## src/rtl/fir_equalizer_filter_unit_assert.svh

```systemverilog
// Assertion macros for the FIR equaliser filter unit.
// Needs only a clock and a synchronous active-high reset in the including module.
`ifndef FIR_EQUALIZER_FILTER_UNIT_ASSERT_SVH
`define FIR_EQUALIZER_FILTER_UNIT_ASSERT_SVH

// Same-cycle implication, disabled during reset
`define FIREQ_ASSERT_NOW(label, clk, rst, ante, cons, msg) \
  label: assert property (@(posedge clk) disable iff (rst) (ante) |-> (cons)) \
    else $error(msg);

// Next-cycle implication, disabled during reset
`define FIREQ_ASSERT_NEXT(label, clk, rst, ante, cons, msg) \
  label: assert property (@(posedge clk) disable iff (rst) (ante) |=> (cons)) \
    else $error(msg);

`endif

```

## src/rtl/fireq_ram.sv

```systemverilog
// Generic single-port-write, single-port-read RAM with registered read data.
// No dependencies.
`default_nettype none

module fireq_ram #(
  parameter int unsigned WIDTH = 16,
  parameter int unsigned DEPTH = 127
) (
  input  wire logic                     clk,
  input  wire logic                     wr_en,
  input  wire logic [$clog2(DEPTH)-1:0] wr_addr,
  input  wire logic [WIDTH-1:0]         wr_data,
  input  wire logic [$clog2(DEPTH)-1:0] rd_addr,
  output logic      [WIDTH-1:0]         rd_data
);

  logic [WIDTH-1:0] mem [DEPTH];

  // Write and registered read
  always_ff @(posedge clk) begin
    if (wr_en) begin
      mem[wr_addr] <= wr_data;
    end
    rd_data <= mem[rd_addr];
  end

endmodule

`default_nettype wire
```

## config.mk

```make
export PLATFORM = sky130hd
export DESIGN_NAME = fireq_ram
export DESIGN_NICKNAME = d
export VERILOG_FILES = /design/src/rtl/fir_equalizer_filter_unit_assert.svh /design/src/rtl/fireq_ram.sv
export SDC_FILE = /design/constraint.sdc
export NUM_CORES = 2
export LEC_CHECK = 0
export ABC_CLOCK_PERIOD_IN_PS = 6400
export BUFFER_PORTS_ARGS = -buffer_cell sky130_fd_sc_hd__buf_4
export CORE_UTILIZATION = 35
export CTS_CLUSTER_DIAMETER = 150
export DETAILED_ROUTE_END_ITERATION = 10
export HOLD_SLACK_MARGIN = 0.03
export PLACE_DENSITY = 0.56
export SYNTH_ARGS = -nofsm -noshare
export SYNTH_HDL_FRONTEND = slang
export SYNTH_SLANG_ARGS = --single-unit
```

## constraint.sdc

```tcl
create_clock -name clk -period 6.4 [get_ports clk]
set_clock_uncertainty 0.2 [all_clocks]
set_input_delay 0.96 -clock clk [delete_from_list [all_inputs] [get_ports clk]]
set_output_delay 0.96 -clock clk [all_outputs]
set_load 0.03 [all_outputs]
```

Word level (Yosys, flattened, before mapping):

Memories as Yosys holds them, arrays and structs flattened. A register that Yosys moved wholly into a read port is not among the register bits.
Cells that the tools add are included.
Widths: inputs -> output; s select.

* register bits: 0
* bits in writable memories: 2032
* input bits: 32
* output and inout port bits: 16
* logic and storage cells: 3
* memories: 1

* mux-type cells: 2

Memory list
* mem: depth 127, width 16, rd ports 1, clocked after memory_dff 1, wr ports 1, line fireq_ram.sv:17 `logic [WIDTH-1:0] mem [DEPTH];`

Operator list (count)
* $mux 1: 2

Depth between registers and ports, before layout:

* word-level depth: 2
* mapped depth: 11
* depth with buffers taken out: 6

Worst setup path after synthesis:

OpenSTA, ideal clock, no wires.

* path type: input port to flip-flop
* start point: in wr_en
* end point: mem mem[100][0], enable pin
* setup time: 0.409 ns
* data arrival time: 2.664 ns
* required time: 5.791 ns
* slack: 3.127 ns
* cell stages on the path: 3
* buffers on the path: 1
* path through: clkbuf_1 > nand4_1 > nor3_1

* longest elaborated chain between the ends: 2

RTL lines
* start: declaration: line fireq_ram.sv:10 `input wire logic wr_en,`
* $mux 1: line fireq_ram.sv:21 `if (wr_en) begin`
* $mux 1 (not written as such): line fireq_ram.sv:22 `mem[wr_addr] <= wr_data;`
* end: declaration: line fireq_ram.sv:17

Every way passes these cells.

==> run summary <==
The run finished with clean final reports. The number of antenna violations at the first check in global routing came out at 12. After detailed routing, the average wire length per cell comes to 29.4 um. The run gives 0.254 mV as the peak supply drop. Net switching is 21.5% of the power. The floorplan step defined a die boundary enclosing 226000 um2.

The area growth from synthesis to layout was 14.5%. For the pin with the worst max-slew slack, the measured transition is 1.43 ns. The most numerous cell type found on the critical path is sky130_fd_sc_hd__a211oi_1. The critical path startpoint category was an input pin.

Combinational cells account for 5.0% of the total power. The run gives 0 as the remaining antenna violation count after routing. In the synthesized netlist, the number of instances is 3436. Path type of the worst setup path: input pin to flip-flop.

The die height came out at 476 um. The number of flip-flops and latches in the synthesized netlist was 2048; the length of the first detailed-routing pass in iterations was 5. Setup repair after global routing left no endpoint under its margin. In this run the critical register-to-register path is captured at rd_data[3].

In the layout the commonest cells are sky130_fd_sc_hd__edfxtp_1, sky130_fd_sc_hd__mux4_2, sky130_fd_sc_hd__buf_4. The clock tree synthesis step divided the H-tree into 4 levels. Leaving out fill and tap cells, the most frequent cell in the layout is sky130_fd_sc_hd__edfxtp_1.

For the standard-cell row count, the log shows 173. The clock network accounts for 42.0% of the total power. The run gives 244 MHz as the highest attainable clock frequency. The clock drives 2048 sinks. The beginning of the worst hold path is rd_addr[6].

TritonCTS built the clock tree. In this run the cell area measured after placement is 83400 um2. The run gives 0 as the hold violation count in the final report. For the via count of the first global-routing pass, the log shows 37400. Input and output buffers added on the ports amount to 47.

The worst pin sits at a relative slew slack of 4.32%. The origin of the critical flop-to-flop path is mem[29][3]. At the worst endpoint, the required time is 6.85 ns.

Detailed placement ended at an HPWL of 119000 um. The congestion estimate from routability-driven global placement came to 0.787. The width of the die came out at 476 um. Share of the clock period used by the worst path: 64.2%. The signal on the critical path passes through buf_8 > buf_4 > mux4_2 > mux2i_1 > o21ai_0 > a211oi_1 > a211oi_1. The worst path needs 4.11 ns of the cycle, external delays included.

Data arrives at the worst endpoint at 4.56 ns. The wire length of the first global-routing pass is 286000 um. The number of warning messages in the yosys log was 0; the post-route setup TNS was 0 ns. The internal power of the cells totals 0.0220 W. The logs give 0 for the final max-slew violation count and 17.9% for the global-route total usage across every layer.

Prevailing post-synth register cell: sky130_fd_sc_hd__edfxtp_1. The synthesized design contains 2032 enable-type register cells. For this run, design rule violations remaining after detail routing come to 0.

The post-CTS setup-driven buffer insertion count was 0; the layout cell share with drive strength beyond 1 was 28.2%. After floorplanning, the core was sized to cover 223000 um2. The tree is rooted in a sky130_fd_sc_hd__clkbuf_16. The net count of the finished layout is 3726. After filler insertion, the fill cell instance count of the layout stands at 19600. Area taken by flip-flops and latches: 61300 um2.

The maximum clock path buffer count is 3, and the proportion of synthesized flip-flops having asynchronous set or reset is 0%. For hold timing, the worst endpoint is rd_data[9]. The largest fanout on the critical path was 52; the cell leakage power was 27.8 nW. For flop-to-flop paths, the worst setup slack is 3.20 ns. Routed signal wires occupy layers up through met5. Portion of total power attributed to sequential cells: 53.1%.

Summed over all layers, the routed wires come to 201000 um. The total overflow left after global routing is 0. In the final layout, the multi-input gates occupy 16200 um2.

TritonCTS created 208 clock buffers. The routed design uses 98400 um of met2 wire. At the later pin of the worst-skew pair, clock insertion delay measures 0.84 ns. The first routing iteration left 4123 violations. Gates resized during post-CTS repair numbered 0. The sort of element at the end of the critical path is a flip-flop. The net load switching power came out at 0.00602 W. Detailed routing inserted a total of 36800 vias. The routed via count divided by cell count was 5.38. Summing all non-filler instances in the final layout gives an area of 89900 um2. Among all stages on the critical path, the largest delay is contributed by sky130_fd_sc_hd__a211oi_1. Counting cells, the worst reg-to-reg path comes to 4. After synthesis, flip-flops and latches occupy 78.1% of the total area.

Entering global routing, the biggest net connects 104 pins. The mean post-synth cell area was 22.9 um2; the number of max-capacitance violations reported was 0. The largest single stage delay on the critical path is 0.99 ns.

Wire segments on met3 add up to 13000 um in the final route. Starting utilization of the core area: 35.3%. The unique cell type count in the Yosys netlist was 38. In this run the cell area of the synthesized design comes to 78500 um2. The number of failing setup endpoints in the final timing report was 0; the number of buffers added to fix hold violations after cts was 0. For this design the top-level I/O count stands at 48. The number of instances on the worst hold path is 2, and the met1 layer wirelength in the final routing is 85800 um. The number of nets handed over by synthesis was 3468. In this run the worst hold path is classified as input pin to flip-flop.

Dividing total power by cell area gives a power density of 312 nW/um2. After clock tree synthesis, the clock-pin slew on the worst setup and hold paths is 0.06 ns.
metal layers:
metal  track usage (%)  vias to the layer above
li1                  -                    15200
met1              24.9                    20100
met2              29.0                     1274
met3              3.13                      255
met4              4.34                        2
met5                 0                        -
area by class of cell:
| class | count | area share [%] |
|---|---|---|
| clock buffers | 260 | 6.09 |
| diodes | 3 | 0.00835 |
| repair buffers | 247 | 2.30 |
| well taps | 2975 | 4.14 |
| flip-flops and latches | 2048 | 68.2 |
| clock inverters | 121 | 1.17 |
| multi-input cells | 1184 | 18.0 |
| inverters | 5 | 0.0209 |
synth_stat cells (all sizes together), types with 7 or more instances:
cell type	number	share of area (%)
mux4	521	15
a21oi	42	0.27
nand3	12	0.076
a221oi	7	0.078
nor2b	42	0.33
a22oi	63	0.60
buf	125	1.0
nand2	36	0.17
o211ai	12	0.11
mux2i	126	1.6
nor3	21	0.13
nor2	131	0.63
a211oi	56	0.54
clkbuf	74	0.35
edfxtp	2032	78
nand2b	8	0.064
dfxtp	16	0.41
o21ai	26	0.17
o22ai	34	0.27
a211o	8	0.089
mux2	8	0.11
worst max-delay path, delay by kind of cell:
kind / cells / cell delay (ns)
buf+inv: 2 / 1.05
mux: 2 / 1.11
compound gates: 3 / 1.26
flip-flops by register name (all words and copies together) (netlist names):
name	flops
mem	2032
rd_data	16
kinds of logic after synthesis:
| family | after synthesis | share of synthesized area (%) |
|---|---|---|
| compound gates | 269 | 2.35 |
| buf+inv | 204 | 1.41 |
| flops | 2048 | 78.1 |
| mux | 655 | 16.7 |
| simple gates | 260 | 1.49 |
power groups by stage:
stage               logic (W)  clock network (W)  registers (W)
global route          0.00147             0.0124         0.0149
floorplan            0.000732                  0         0.0151
CTS                   0.00141             0.0120         0.0149
finish                0.00139             0.0118         0.0149
global placement      0.00140                  0         0.0152
detailed placement    0.00141                  0         0.0152
worst max-delay path by stage:
stage               start           to  slack (ns)  cells past startpoint
2_1_floorplan       wr_en  mem[100][0]        3.13                      3
3_3_place_gp   rd_addr[0]   rd_data[7]        1.12                      6
3_5_place_dp   rd_addr[0]  rd_data[12]        1.40                      7
4_1_cts        rd_addr[0]  rd_data[12]        2.32                      7
5_1_grt        rd_addr[0]  rd_data[12]        2.20                      7
6_report       rd_addr[0]  rd_data[12]        2.29                      7
through the flow:
step | hold WS, ns | cells | power (W) | setup slack [ns] | util [%]
final | 0.297 | 6843 | 0.0280 | 2.29 | 40.4
after global placement | 0.727 | 6456 | 0.0166 | 1.12 | 37.5
after CTS | 0.228 | 6840 | 0.0283 | 2.32 | 40.4
after global routing | 0.268 | 6841 | 0.0288 | 2.20 | 40.4
after detailed placement | 0.701 | 6459 | 0.0166 | 1.40 | 37.5
after floorplan | 0.594 | 3436 | 0.0159 | 3.13 | -
Note: power is estimated with default switching activity, not from simulation.
